==> src/rtts_pkg.sv <==
// Package for the ready and timer task scheduler.
// Holds depths, widths, request and result codes and the control/status structs.
// No dependencies.
package rtts_pkg;
  localparam int READY_DEPTH = 16;
  localparam int SLEEP_DEPTH = 16;
  localparam int TIME_BITS = 32;
  localparam int MAX_RESULTS = 32;
  localparam int RIDX_W = (READY_DEPTH > 1) ? $clog2(READY_DEPTH) : 1;
  localparam int RCNT_W = $clog2(READY_DEPTH + 1);
  localparam int SIDX_W = (SLEEP_DEPTH > 1) ? $clog2(SLEEP_DEPTH) : 1;
  localparam int NRES_W = $clog2(MAX_RESULTS + 1);

  localparam logic [1:0] REQ_SOON = 2'd0;
  localparam logic [1:0] REQ_LATER = 2'd1;
  localparam logic [1:0] REQ_TICK = 2'd2;

  localparam logic [1:0] RES_ACCEPT = 2'd0;
  localparam logic [1:0] RES_REJECT = 2'd1;
  localparam logic [1:0] RES_DISPATCH = 2'd2;

  typedef struct packed {
    logic load;
    logic do_soon;
    logic do_later;
    logic do_tick;
    logic scan_start;
    logic scan_step;
    logic emit_ready;
    logic emit_sleep;
    logic flush;
    logic out_take;
  } rtts_cmd_t;

  typedef struct packed {
    logic [1:0] req;
    logic ready_left;
    logic scan_done;
    logic found;
    logic budget_left;
    logic pend_full;
    logic out_full;
  } rtts_sts_t;
endpackage

==> src/rtts_datapath.sv <==
// Datapath of the scheduler: ready FIFO, sleep slots, time counter, due scan,
// a staging register for the newest dispatch and the output register.
// Depends on rtts_pkg.
module rtts_datapath (
  input  logic                clk,
  input  logic                rst_n,
  input  logic [1:0]          in_req_type,
  input  logic [7:0]          in_task_id,
  input  logic [15:0]         in_delay_ticks,
  input  rtts_pkg::rtts_cmd_t cmd,
  output rtts_pkg::rtts_sts_t sts,
  output logic                out_valid,
  output logic [1:0]          out_kind,
  output logic [7:0]          out_task,
  output logic                out_last
);
  import rtts_pkg::*;

  logic [7:0] rfifo [READY_DEPTH];
  logic [7:0] sid [SLEEP_DEPTH];
  logic [TIME_BITS-1:0] sdl [SLEEP_DEPTH];
  logic [SLEEP_DEPTH-1:0] svalid_r;
  logic [RCNT_W-1:0] rcount_r, rpos_r;
  logic [TIME_BITS-1:0] now_r;
  logic [1:0] req_r;
  logic [7:0] task_r;
  logic [15:0] delay_r;
  logic [SIDX_W:0] scan_r;
  logic found_r;
  logic [SIDX_W-1:0] best_r;
  logic [TIME_BITS-1:0] best_el_r;
  logic [NRES_W-1:0] nres_r;
  logic ov_r, olast_r;
  logic [1:0] okind_r;
  logic [7:0] otask_r;
  logic pend_v_r;
  logic [7:0] pend_task_r;
  logic load_out;
  logic free_found;
  logic [SIDX_W-1:0] free_idx;
  logic [SIDX_W-1:0] sidx;
  logic [TIME_BITS-1:0] el;
  logic due, better;
  logic [7:0] rhead;

  always_comb begin
    free_found = 1'b0;
    free_idx = '0;
    for (int s = SLEEP_DEPTH - 1; s >= 0; s--) begin
      if (!svalid_r[s]) begin
        free_found = 1'b1;
        free_idx = SIDX_W'(s);
      end
    end
  end

  assign sidx = scan_r[SIDX_W-1:0];
  assign el = now_r - sdl[sidx];
  assign due = svalid_r[sidx] && !el[TIME_BITS-1];
  assign better = due && (!found_r || el > best_el_r);
  assign rhead = rfifo[rpos_r[RIDX_W-1:0]];

  // The output register is loaded with a request's acknowledge, or with the
  // staged dispatch when a newer dispatch replaces it or when the tick ends.
  assign load_out = cmd.do_soon || cmd.do_later || cmd.flush ||
                    ((cmd.emit_ready || cmd.emit_sleep) && pend_v_r);

  assign sts.req = req_r;
  assign sts.ready_left = rpos_r < rcount_r;
  assign sts.scan_done = scan_r == (SIDX_W+1)'(SLEEP_DEPTH);
  assign sts.found = found_r;
  assign sts.budget_left = nres_r < NRES_W'(MAX_RESULTS);
  assign sts.pend_full = pend_v_r;
  assign sts.out_full = ov_r;

  always_ff @(posedge clk) begin
    if (cmd.load) begin
      req_r <= in_req_type;
      task_r <= in_task_id;
      delay_r <= in_delay_ticks;
    end
    if (cmd.do_soon && rcount_r < RCNT_W'(READY_DEPTH)) begin
      rfifo[rcount_r[RIDX_W-1:0]] <= task_r;
    end
    if (cmd.do_later && free_found) begin
      sid[free_idx] <= task_r;
      sdl[free_idx] <= now_r + TIME_BITS'(delay_r);
    end
    if (cmd.do_soon) begin
      okind_r <= (rcount_r < RCNT_W'(READY_DEPTH)) ? RES_ACCEPT : RES_REJECT;
      otask_r <= task_r;
      olast_r <= 1'b1;
    end else if (cmd.do_later) begin
      okind_r <= free_found ? RES_ACCEPT : RES_REJECT;
      otask_r <= task_r;
      olast_r <= 1'b1;
    end else if (load_out) begin
      okind_r <= RES_DISPATCH;
      otask_r <= pend_task_r;
      olast_r <= cmd.flush;
    end
    if (cmd.emit_ready) begin
      pend_task_r <= rhead;
    end else if (cmd.emit_sleep) begin
      pend_task_r <= sid[best_r];
    end
    if (cmd.scan_start) begin
      scan_r <= '0;
      found_r <= 1'b0;
      best_el_r <= '0;
    end else if (cmd.scan_step) begin
      scan_r <= scan_r + 1'b1;
      if (better) begin
        found_r <= 1'b1;
        best_r <= sidx;
        best_el_r <= el;
      end
    end
    if (!rst_n) begin
      rcount_r <= '0;
      rpos_r <= '0;
      now_r <= '0;
      svalid_r <= '0;
      nres_r <= '0;
      pend_v_r <= 1'b0;
      ov_r <= 1'b0;
    end else begin
      if (cmd.do_soon && rcount_r < RCNT_W'(READY_DEPTH)) rcount_r <= rcount_r + 1'b1;
      if (cmd.do_later && free_found) svalid_r[free_idx] <= 1'b1;
      if (cmd.do_tick) begin
        now_r <= now_r + 1'b1;
        rpos_r <= '0;
        nres_r <= '0;
      end
      if (cmd.emit_ready) begin
        rpos_r <= rpos_r + 1'b1;
        nres_r <= nres_r + 1'b1;
      end
      if (cmd.emit_sleep) begin
        svalid_r[best_r] <= 1'b0;
        nres_r <= nres_r + 1'b1;
      end
      if (cmd.scan_start) begin
        rcount_r <= '0;
      end
      if (cmd.emit_ready || cmd.emit_sleep) begin
        pend_v_r <= 1'b1;
      end else if (cmd.flush) begin
        pend_v_r <= 1'b0;
      end
      if (load_out) begin
        ov_r <= 1'b1;
      end else if (cmd.out_take) begin
        ov_r <= 1'b0;
      end
    end
  end

  assign out_valid = ov_r;
  assign out_kind = okind_r;
  assign out_task = otask_r;
  assign out_last = olast_r;
endmodule

==> src/rtts_ctrl.sv <==
// Controller state machine of the scheduler.
// Depends on rtts_pkg; drives rtts_datapath through rtts_cmd_t.
module rtts_ctrl (
  input  logic                clk,
  input  logic                rst_n,
  input  logic                in_tvalid,
  output logic                in_tready,
  input  logic                out_tready,
  input  rtts_pkg::rtts_sts_t sts,
  output rtts_pkg::rtts_cmd_t cmd
);
  import rtts_pkg::*;

  typedef enum logic [6:0] {
    S_IDLE  = 7'b0000001,
    S_EXEC  = 7'b0000010,
    S_READY = 7'b0000100,
    S_SCAN  = 7'b0001000,
    S_EMIT  = 7'b0010000,
    S_FLUSH = 7'b0100000,
    S_ACK   = 7'b1000000
  } state_t;

  state_t state_r, state_nxt;
  logic take, out_free, room;

  assign take = sts.out_full && out_tready;
  assign out_free = !sts.out_full || take;
  assign room = !sts.pend_full || out_free;

  always_comb begin
    cmd = '0;
    cmd.out_take = take;
    state_nxt = state_r;
    in_tready = 1'b0;
    case (state_r)
      S_IDLE: begin
        in_tready = 1'b1;
        if (in_tvalid) begin
          cmd.load = 1'b1;
          state_nxt = S_EXEC;
        end
      end
      S_EXEC: begin
        if (out_free) begin
          case (sts.req)
            REQ_SOON: begin
              cmd.do_soon = 1'b1;
              state_nxt = S_ACK;
            end
            REQ_LATER: begin
              cmd.do_later = 1'b1;
              state_nxt = S_ACK;
            end
            REQ_TICK: begin
              cmd.do_tick = 1'b1;
              state_nxt = S_READY;
            end
            default: state_nxt = S_IDLE;
          endcase
        end
      end
      S_ACK: begin
        if (take) state_nxt = S_IDLE;
      end
      S_READY: begin
        if (sts.ready_left && sts.budget_left) begin
          if (room) cmd.emit_ready = 1'b1;
        end else begin
          cmd.scan_start = 1'b1;
          state_nxt = S_SCAN;
        end
      end
      S_SCAN: begin
        if (!sts.scan_done) begin
          cmd.scan_step = 1'b1;
        end else if (sts.found && sts.budget_left) begin
          state_nxt = S_EMIT;
        end else begin
          state_nxt = S_FLUSH;
        end
      end
      S_EMIT: begin
        if (room) begin
          cmd.emit_sleep = 1'b1;
          cmd.scan_start = 1'b1;
          state_nxt = S_SCAN;
        end
      end
      S_FLUSH: begin
        if (!sts.pend_full) begin
          state_nxt = S_IDLE;
        end else if (out_free) begin
          cmd.flush = 1'b1;
          state_nxt = S_IDLE;
        end
      end
      default: state_nxt = S_IDLE;
    endcase
  end

  always_ff @(posedge clk) begin
    if (!rst_n) state_r <= S_IDLE;
    else state_r <= state_nxt;
  end
endmodule

==> src/ready_and_timer_task_scheduler.sv <==
// Top level of the ready and timer task scheduler.
// Depends on rtts_pkg, rtts_ctrl and rtts_datapath.
//
// Requests enter on the in_ stream: call_soon queues a task, call_later parks
// it with a deadline, tick advances time and dispatches tasks. Results leave
// on the out_ stream. A request is taken in an idle cycle and executed once
// the output register is free; its acknowledge is then registered there, and
// the next request is taken only after the previous one is finished. A tick
// sends the ready tasks in queue order, one per cycle while the receiver keeps
// up, then for each due sleeping task scans all SLEEP_DEPTH slots (one per
// cycle) and sends the earliest; a tick sends at most MAX_RESULTS results.
// The newest dispatch waits in a staging register until the next one is known
// or the tick ends, so the final result of a request carries tlast. One result
// waits in the output register; when the receiver stalls, work halts until it
// is taken. After reset both stores are empty and time is zero.
module ready_and_timer_task_scheduler (
  input  logic        clk,
  input  logic        rst_n,
  input  logic        in_tvalid,
  output logic        in_tready,
  input  logic [23:0] in_tdata,   // task_id[7:0], delay_ticks[23:8]
  input  logic [1:0]  in_tuser,   // req_type[1:0]
  output logic        out_tvalid,
  input  logic        out_tready,
  output logic [7:0]  out_tdata,  // out_task[7:0]
  output logic [1:0]  out_tuser,  // result_kind[1:0]
  output logic        out_tlast
);
  import rtts_pkg::*;

  rtts_cmd_t cmd;
  rtts_sts_t sts;

  rtts_ctrl u_ctrl (
    .clk(clk), .rst_n(rst_n), .in_tvalid(in_tvalid), .in_tready(in_tready),
    .out_tready(out_tready), .sts(sts), .cmd(cmd)
  );

  rtts_datapath u_dp (
    .clk(clk), .rst_n(rst_n), .in_req_type(in_tuser), .in_task_id(in_tdata[7:0]),
    .in_delay_ticks(in_tdata[23:8]), .cmd(cmd), .sts(sts), .out_valid(out_tvalid),
    .out_kind(out_tuser), .out_task(out_tdata), .out_last(out_tlast)
  );
endmodule
==> config.mk <==
export PLATFORM = sky130hd
export DESIGN_NAME = ready_and_timer_task_scheduler
export DESIGN_NICKNAME = d
export VERILOG_FILES = /design/src/rtts_pkg.sv /design/src/rtts_datapath.sv /design/src/rtts_ctrl.sv /design/src/ready_and_timer_task_scheduler.sv
export SDC_FILE = /design/constraint.sdc
export NUM_CORES = 1
export LEC_CHECK = 0
export BUFFER_PORTS_ARGS = -buffer_cell sky130_fd_sc_hd__buf_4
export CORE_MARGIN = 2
export CORE_UTILIZATION = 30
export CTS_BUF_LIST = sky130_fd_sc_hd__clkbuf_4 sky130_fd_sc_hd__clkbuf_8 sky130_fd_sc_hd__clkbuf_16
export CTS_CLUSTER_SIZE = 24
export DETAILED_ROUTE_END_ITERATION = 8
export GPL_TIMING_DRIVEN = 0
export PLACE_DENSITY_LB_ADDON = 0.1
export SLEW_MARGIN = 5
export SYNTH_ARGS = -nofsm -noshare
export SYNTH_HDL_FRONTEND = slang
export SYNTH_SLANG_ARGS = --single-unit
==> constraint.sdc <==
create_clock -name clk -period 9.6 [get_ports clk]
set_input_delay 0 -clock clk [delete_from_list [all_inputs] [get_ports clk]]
set_output_delay 0 -clock clk [all_outputs]
set_load 0.005 [all_outputs]
==> results of run 1 <==
==> logic make-up after synthesis <==
family / count (synthesis)
buffers and inverters: 196
xor gates and xnor gates: 89
muxes: 281
adders and majority gates: 94
DFF: 940
AOI/OAI and AO/OA: 262
and+or+nand+nor: 440
==> worst max-delay path, delay by kind of cell, from the launching register on <==
| family | cells | cell delay (ps) |
|---|---|---|
| xor+xnor | 1 | 200 |
| simple gates | 6 | 1290 |
| fa+ha+maj | 3 | 750 |
| flops | 1 | 310 |
| buf+inv | 6 | 2010 |
| mux | 3 | 1160 |
| compound gates | 9 | 2530 |
==> cell type report <==
class,instances,area (um^2),share of cell area
inverter,108,412.9,0.008759
tap,1755,2196,0.04658
timing repair buffer,166,1708,0.03623
clock inverter,66,519.2,0.01102
buffer,88,407.9,0.008653
multi-input combinational,1166,12040,0.2554
clock buffer,129,2868,0.06084
sequential,940,26990,0.5725
antenna,1,2.502,0.00005309
==> registers in the layout (all words and copies together) (netlist names), named ones only <==
| name | flops |
|---|---|
| u_dp.pend_v_r | 1 |
| u_dp.found_r | 1 |
| u_dp.delay_r | 16 |
| u_dp.req_r | 2 |
| u_dp.out_task | 8 |
| u_ctrl.state_r | 7 |
| u_dp.best_el_r | 32 |
| u_dp.task_r | 8 |
| u_dp.now_r | 32 |
| u_dp.rfifo | 128 |
| u_dp.pend_task_r | 8 |
| u_dp.sid | 128 |
| u_dp.svalid_r | 16 |
| u_dp.out_valid | 1 |
| u_dp.rcount_r | 5 |
| u_dp.out_kind | 2 |
| u_dp.sdl | 512 |
| u_dp.out_last | 1 |
| u_dp.best_r | 4 |
| u_dp.rpos_r | 5 |
| u_dp.nres_r | 6 |
| u_dp.scan_r | 5 |
==> cell usage after synthesis (all sizes together) (4+ instances only) <==
master / number
mux2i: 29
ha: 92
o21ai: 57
buf: 33
nand3: 31
a31oi: 10
mux2: 8
o21a: 14
edfxtp: 816
xor2: 23
inv: 107
nor3b: 4
nor4: 5
clkbuf: 55
xnor2: 66
dfxtp: 124
and2: 30
mux4: 244
nand2: 111
o211ai: 9
nor2b: 16
nor2: 130
a2111oi: 4
a21o: 27
and3: 18
o21bai: 6
a21boi: 14
nand4: 19
a21oi: 73
o221a: 10
nor3: 30
a211oi: 9
nand2b: 21
or3: 12
==> final timing paths <==
path,startpoint,depth (start not counted),slack [ps],end
max reg2reg,register,28,1180,u_dp.best_el_r[20]
min,out_tready,4,290,u_ctrl.state_r[6]
min reg2reg,u_dp.rpos_r[4],1,460,u_dp.rpos_r[4]
max,register,28,1180,u_dp.best_el_r[20]
==> layer usage <==
metal / vias up / GRT usage / part of all wire
li1: 9652 / - / -
met1: 11390 / 0.2207 / 0.45
met2: 460 / 0.2637 / 0.48
met3: 147 / 0.02867 / 0.045
met4: 2 / 0.05005 / 0.025
met5: - / 0 / 0.000082
==> repair_timing <==
action / CTS / global route
setup endpoints to repair: 0 / 0
hold buffers: 57 / 0
hold endpoints to repair: 80 / 0
==> where the power goes <==
group | switching, W | internal (W) | leakage, nW
combinational | 0.00143 | 0.000915 | 5.58
clock | 0.00167 | 0.00228 | 1.69
sequential | 0.000206 | 0.00485 | 8.82
total | 0.00331 | 0.00805 | 16.1
==> through the flow <==
step / TNS [ps] / setup slack (ps) / cells
CTS: 0 / 1133 / 4417
global route: 0 / 799.7 / 4418
global placement: -286340 / -3609 / 4098
finish: 0 / 1181 / 4419
detailed placement: 0 / 1199 / 4165
floorplan: 0 / 3292 / 2302
==> reports/results.ini, run 1 <==
[clock_network]
clk_pin_slew_worst_paths_ps=60
cts_buffer_depth=3
cts_tree=built
clk_latency_ps=710
h-tree-depth=3
clockRootBuffer=clkbuf_16
ctsResizeCount=0
cts_buffers=106
cts_setup_buffers=0
cts.sinks=940

[synthesis]
mappedNetlistArea_mm2=0.03961
synth_fp_nets=2426
ys_ff_latch=940
synthMuxAreaShare=0.1483
yosys.area_share.simple=0.05481
synth-seq-area-share=0.6813
synth.avg_cell_area_um2=17.21
synthCells=2302
yosysWarningCount=0
synth_xor_area_frac=0.01987
yosys-top-cells-area=edfxtp_1 (62%), mux4_2 (14%), dfxtp_1 (6.3%)
yosysTopAreaCellShare=0.6187
synth_top_family_by_area=multiplexers
synth_compound_gate_area_share=0.04511
async_flop_share=0
ys.flop_type=edfxtp_1
synth_edf_count=816
yosysTopAreaCell=edfxtp_1
synth_cell_types=83
synth_fa_ha_area_frac=0.03007

[die]
ios=43
die_y_um=367.4
initial_core_util=0.3017
dieArea_mm2=0.1350
num_rows=133
die-width_um=367.4
coreArea_mm2=0.1313

[detailed_routing]
dr.first_iter.drc_count=1549
ant_nets=0
via_per_inst=4.898
wl_um=109300
drtPass1Iterations=5
vias=21650
wl_per_cell_um=24.74
drc=0

[sta]
rsz0062_at_grt=no
fin_crit_sh=0.8770
drv_slew=0
hold_ws_ps=288.9
fin_skew_ps=30.65
fmax_mhz=118.8
setup_viol=0
period_needed_ps=8419
relSlewSlack=0.02529
finalHoldViolCount=0
worst_slew_pin_slew_ps=1462

[setup_path]
cpPeakStageDelay_ps=710
worst-path-max-fanout=10
cp_slowest_cell=clkbuf_1
path_class=register to register
crit_required_ps=10160
cp-start-kind=register
worstSetupEndpointType=register
arrival_ps=8980

[place]
io_buffers=41
dpl_cell_area_mm2=0.04306
place_congestion=0.8227
place_hpwl_um=75820

[final_layout]
drive_above_1_share=0.2373
area_delta_synth_final_pct=19.01
postLayoutCoreUtil=0.3590
fillers=12370
final_common_cell=edfxtp_1
final_nets=2700
stdcell_area_mm2=0.04714
final_cell_mix=edfxtp_1 (816), mux4_2 (244), dfxtp_1 (124), nor2_1 (122), nand2_1 (111)

[global_routing]
grt_max_degree=34
grt_pass1_wl_um=158000
grt_pass1_vias=22470
grt_remaining_overflow=0
antenna_found_initial=3
grt_usage=0.1621

[power]
finalPower_w=0.01136
peakVddDrop_uv=129.9
powerDensity_mw_per_mm2=241.0
p_leak_nw=16.08

[hold_path]
hold_class=input pin to register

[run]
drv_cap=0

[run_status]
status=complete, no violations

Note: power is estimated with default switching activity, not from simulation.
==> run 2, diff against run 1 <==
--- a/config.mk
+++ b/config.mk
@@ -7,11 +7,12 @@
 export LEC_CHECK = 0
 export BUFFER_PORTS_ARGS = -buffer_cell sky130_fd_sc_hd__buf_4
 export CORE_MARGIN = 2
-export CORE_UTILIZATION = 30
+export CORE_UTILIZATION = 59
 export CTS_BUF_LIST = sky130_fd_sc_hd__clkbuf_4 sky130_fd_sc_hd__clkbuf_8 sky130_fd_sc_hd__clkbuf_16
 export CTS_CLUSTER_SIZE = 24
 export DETAILED_ROUTE_END_ITERATION = 8
 export GPL_TIMING_DRIVEN = 0
+export HOLD_SLACK_MARGIN = 0.02
 export PLACE_DENSITY_LB_ADDON = 0.1
 export SLEW_MARGIN = 5
 export SYNTH_ARGS = -nofsm -noshare
==> reports/results.ini, run 2 (synthesis results as in run 1) <==
[run_status]
status=complete, no violations

[global_routing]
antenna_found_initial=1  ; -2
grt_pass1_vias=22040  ; -1.9%
grt_usage=0.2723  ; +0.1103
grt_pass1_wl_um=138300  ; -13%
grt_remaining_overflow=0  ; unchanged
grt_max_degree=42  ; +24%

[place]
place_congestion=0.8969  ; +9.0%
place_hpwl_um=62960  ; -17%
place_ws_ps=1484  ; +285.1 ps
io_buffers=41  ; unchanged

[detailed_routing]
vias=21870  ; +1.1%
wl_um=93470  ; -14%
drtPass1Iterations=5  ; unchanged
drc=0  ; unchanged
dr.first_iter.drc_count=2206  ; +42%
ant_nets=0  ; unchanged
via_per_inst=6.304  ; +29%
wl_per_cell_um=26.94  ; +8.9%

[final_layout]
regMostFlops=u_dp.sdl
multi_input_area_mm2=0.01196  ; -0.69%
fillers=4303  ; -65%
largest_reg_flops=512  ; unchanged
area_delta_synth_final_pct=14.90
final_nets=2648  ; -1.9%
final_common_cell=edfxtp_1
insertedDiodeCount=0  ; -1
seqCellArea_mm2=0.02699  ; unchanged
drive_above_1_share=0.2276  ; -0.009775
final_cell_mix=edfxtp_1 (816), mux4_2 (244), dfxtp_1 (124), nor2_1 (122), nand2_1 (111)

[sta]
layout_setup_ws_ps=1336  ; +154.7 ps
finalHoldViolCount=0  ; unchanged
fin_setup_tns_ps=0  ; unchanged
fmax_mhz=121.0  ; +1.9%
rsz0062_at_grt=no
worst_slew_pin_slew_ps=1272  ; -190.0 ps
drv_slew=0  ; unchanged
relSlewSlack=0.1459  ; +0.1206
period_needed_ps=8264  ; -154.7 ps
setup_viol=0  ; unchanged
fin_crit_sh=0.8609  ; -0.01612
fin_skew_ps=22.95  ; -7.703 ps

[setup_path]
r2r-end=u_dp.best_el_r[11]
cp-start-kind=register
cpPeakStageDelay_ps=650  ; -60 ps
worst-path-max-fanout=10  ; unchanged
worstSetupEndpointType=register
cp_slowest_cell=clkbuf_1
crit_required_ps=10110  ; -50 ps
crit_end=u_dp.best_el_r[11]
rrSetupSlack_ps=1340  ; +150 ps
path_class=register to register
r2r_cells=28  ; unchanged
arrival_ps=8780  ; -200 ps

[power]
internal-power_w=0.008113  ; +0.82%
p_leak_nw=15.78  ; -1.9%
power_frac_clock=0.352  ; +0.004
p_switching_w=0.003090  ; -6.7%
p_comb_frac=0.197  ; -0.010
pwr-share-seq=0.451  ; +0.006
swShare=0.2758  ; -0.01585
powerDensity_mw_per_mm2=246.2  ; +2.1%
peakVddDrop_uv=199.0  ; +53%

[run]
drv_cap=0  ; unchanged

[clock_network]
cts_buffer_depth=3  ; unchanged
cts.sinks=940  ; unchanged
h-tree-depth=3  ; unchanged
clockRootBuffer=clkbuf_16
cts_tree=built
cts_buffers=94  ; -11%
cts-hold-fix-buffers=31  ; -46%
ctsResizeCount=0  ; unchanged
clk_pin_slew_worst_paths_ps=60  ; about the same
cts_setup_buffers=0  ; unchanged
clk_latency_ps=660  ; -50 ps

[die]
die_y_um=263.1  ; -28%
die-width_um=263.1  ; -28%
coreArea_mm2=0.06610  ; -50%
initial_core_util=0.5992  ; +0.2976
ios=43  ; unchanged
dieArea_mm2=0.06922  ; -49%
num_rows=94  ; -29%

[hold_path]
hold_class=input pin to register

==> run 2: area by class of cell <==
class                           count  share of cell area
Tap cell                          864             0.02375
Sequential cell                   940              0.5930
Buffer                             88            0.008798
Clock inverter                     57             0.01650
Clock buffer                      121             0.05787
Inverter                          108            0.009073
Multi-Input combinational cell   1166              0.2627
Timing Repair Buffer              126             0.02832
==> run 2: power groups by stage <==
stage,clock (W),combinational (W),sequential [W]
CTS,0.00398,0.00221,0.00506
global route,0.00413,0.00241,0.00508
global placement,0,0.00210,0.00513
finish,0.00394,0.00220,0.00506
floorplan,0,0.00150,0.00503
detailed placement,0,0.00218,0.00514
==> run 2: how the worst min path moves through the flow <==
stage                       from  cells after the start  slack (ps)               to
detailed placement   in_tdata[4]                      1         180   u_dp.task_r[4]
floorplan            in_tdata[8]                      0         100  u_dp.delay_r[0]
CTS                 in_tdata[16]                      2          40  u_dp.delay_r[8]
global placement     in_tdata[4]                      1         180   u_dp.task_r[4]
finish              in_tdata[16]                      2          60  u_dp.delay_r[8]
global route        in_tdata[16]                      2          60  u_dp.delay_r[8]
==> run 2: critical path: cells and delay by family, from the launching register on <==
kind,cells,cell delay [ps]
AOI/OAI and AO/OA,9,2440
xor gates and xnor gates,1,180
adders and majority gates,3,740
buffers and inverters,6,1880
DFF,1,320
muxes,3,1200
and+or+nand+nor,6,1330
==> run 2: metal layers <==
metal | vias to the layer above | routed length, um | track usage | share of wire
met5 | - | 13 | 0 | 0.00014
li1 | 9519 | - | - | -
met3 | 171 | 6913 | 0.04855 | 0.074
met4 | 2 | 2764 | 0.08633 | 0.030
met2 | 886 | 43810 | 0.4257 | 0.47
met1 | 11300 | 39970 | 0.3963 | 0.43
==> run 2: stage by stage <==
step / power [W] / instances / hold slack (ps) / instance area (um^2) / utilization
2_1_floorplan: 0.006530 / 2302 / 98.87 / 39610 / -
3_3_place_gp: 0.007227 / 3207 / 177.9 / 41000 / 0.6202
3_5_place_dp: 0.007324 / 3260 / 179.6 / 41750 / 0.6317
4_1_cts: 0.01125 / 3469 / 35.51 / 45450 / 0.6876
5_1_grt: 0.01161 / 3470 / 60.58 / 45510 / 0.6885
6_report: 0.01120 / 3470 / 64.09 / 45510 / 0.6885
==> run 3, diff against run 2 <==
--- a/config.mk
+++ b/config.mk
@@ -7,7 +7,7 @@
 export LEC_CHECK = 0
 export BUFFER_PORTS_ARGS = -buffer_cell sky130_fd_sc_hd__buf_4
 export CORE_MARGIN = 2
-export CORE_UTILIZATION = 59
+export CORE_UTILIZATION = 34
 export CTS_BUF_LIST = sky130_fd_sc_hd__clkbuf_4 sky130_fd_sc_hd__clkbuf_8 sky130_fd_sc_hd__clkbuf_16
 export CTS_CLUSTER_SIZE = 24
 export DETAILED_ROUTE_END_ITERATION = 8
==> reports/results.ini, run 3 (synthesis results as in run 1) <==
[run_status]
status=complete, no violations

[setup_path]
cp_slowest_cell=clkbuf_1
worst-path-max-fanout=10  ; unchanged
path_class=register to register
arrival_ps=8850  ; +70 ps
cpPeakStageDelay_ps=690  ; +40 ps
worstSetupEndpointType=register
crit_required_ps=10140  ; +30 ps
cp-start-kind=register

[global_routing]
grt_max_degree=34  ; -19%
grt_pass1_vias=22340  ; +1.4%
grt_pass1_wl_um=154800  ; +12%
grt_usage=0.1780  ; -0.09432
grt_remaining_overflow=0  ; unchanged
antenna_found_initial=1  ; unchanged

[detailed_routing]
drc=0  ; unchanged
vias=21650  ; -1.0%
drtPass1Iterations=5  ; unchanged
dr.first_iter.drc_count=1705  ; -23%
ant_nets=0  ; unchanged
wl_um=106300  ; +14%
via_per_inst=5.187  ; -18%
wl_per_cell_um=25.48  ; -5.4%

[power]
p_comb_frac=0.203  ; +0.006
pwr-share-seq=0.449  ; -0.002
internal-power_w=0.007984  ; -1.6%
p_leak_nw=16.03  ; +1.6%
peakVddDrop_uv=151.5  ; -24%
swShare=0.2914  ; +0.01563
p_switching_w=0.003284  ; +6.3%
powerDensity_mw_per_mm2=240.9  ; -2.1%
power_frac_clock=0.348  ; -0.004

[final_layout]
area_delta_synth_final_pct=18.09
insertedDiodeCount=0  ; unchanged
drive_above_1_share=0.2356  ; +0.008009
stdcell_area_mm2=0.04677  ; +2.8%
final_nets=2691  ; +1.6%
largest_reg_flops=512  ; unchanged
final_cell_mix=edfxtp_1 (816), mux4_2 (244), dfxtp_1 (124), nor2_1 (122), nand2_1 (111)
fillers=10440  ; +140%
regMostFlops=u_dp.sdl
final_common_cell=edfxtp_1
postLayoutCoreUtil=0.4036  ; -0.2849

[clock_network]
cts_buffer_depth=3  ; unchanged
cts.sinks=940  ; unchanged
ctsResizeCount=0  ; unchanged
h-tree-depth=3  ; unchanged
cts-hold-fix-buffers=56  ; +81%
cts_tree=built
cts_buffers=105  ; +12%
clk_latency_ps=710  ; +50 ps
cts_setup_buffers=0  ; unchanged
clk_pin_slew_worst_paths_ps=70  ; about the same
clockRootBuffer=clkbuf_16

[sta]
rsz0062_at_grt=no
worst_slew_pin_slew_ps=1264  ; -8.470 ps
relSlewSlack=0.1576  ; +0.01174
fin_skew_ps=45.11  ; +22.16 ps
finalHoldViolCount=0  ; unchanged
period_needed_ps=8305  ; +40.49 ps
fin_crit_sh=0.8651  ; +0.004218
setup_viol=0  ; unchanged
fmax_mhz=120.4  ; -0.49%
drv_slew=0  ; unchanged

[place]
dpl_cell_area_mm2=0.04273  ; +2.3%
place_hpwl_um=73160  ; +16%
io_buffers=41  ; unchanged
place_congestion=0.8480  ; -5.5%

[hold_path]
hold_class=input pin to register

[run]
drv_cap=0  ; unchanged

[die]
ios=43  ; unchanged
die-width_um=345.3  ; +31%
dieArea_mm2=0.1192  ; +72%
num_rows=125  ; +33%
coreArea_mm2=0.1159  ; +75%
initial_core_util=0.3418  ; -0.2575
die_y_um=345.3  ; +31%

-- run 3: layout make-up --
| cell class | instances | area, um^2 | share of cell area |
|---|---|---|---|
| Buffer | 88 | 405.4 | 0.008667 |
| Clock buffer | 140 | 2933 | 0.06270 |
| Clock inverter | 49 | 462.9 | 0.009898 |
| Inverter | 108 | 412.9 | 0.008828 |
| Multi-Input combinational cell | 1166 | 12020 | 0.2570 |
| Sequential cell | 940 | 26990 | 0.5770 |
| Tap cell | 1524 | 1907 | 0.04077 |
| Timing Repair Buffer | 158 | 1643 | 0.03512 |
-- run 3: critical path, delay by kind of cell, from the launching register on --
family	cells	cell delay, ps
compound gates	9	2420
buf+inv	6	1950
simple gates	6	1240
mux	3	1180
fa+ha+maj	3	790
flops	1	310
xor+xnor	1	190
-- run 3: routing by layer --
layer | up-vias | share of wire | GRT usage
met4 | 2 | 0.022 | 0.04314
met3 | 144 | 0.039 | 0.03060
met1 | 11480 | 0.47 | 0.2501
met5 | - | 0.00012 | 0
met2 | 413 | 0.47 | 0.2882
li1 | 9611 | - | -
-- run 3: final timing paths --
| path | from | endpoint | slack (ps) | cells after the start |
|---|---|---|---|---|
| max reg2reg | register | u_dp.best_el_r[21] | 1300 | 28 |
| max | register | u_dp.best_el_r[21] | 1300 | 28 |
| min | rst_n | u_dp.now_r[15] | 50 | 2 |
| min reg2reg | u_dp.best_el_r[31] | u_dp.best_el_r[31] | 450 | 2 |
-- run 3: per-stage QoR --
step                      setup WS, ps  hold slack (ps)  setup TNS, ps  cells  total power, W
final                             1295            50.39              0   4173         0.01127
after global routing             905.2            47.66              0   4173         0.01179
after CTS                         1291            25.38              0   4173         0.01143
after detailed placement          1362            179.3              0   3928        0.007463
after global placement           -3114            177.8        -259900   3867        0.007396
after floorplan                   3292            98.87              0   2302        0.006530
-- run 3: power by group through the flow --
stage	clock (W)	sequential [W]	combinational, W
2_1_floorplan	0	0.00503	0.00150
3_3_place_gp	0	0.00515	0.00225
3_5_place_dp	0	0.00516	0.00231
4_1_cts	0.00402	0.00507	0.00234
5_1_grt	0.00417	0.00509	0.00252
6_report	0.00392	0.00506	0.00229
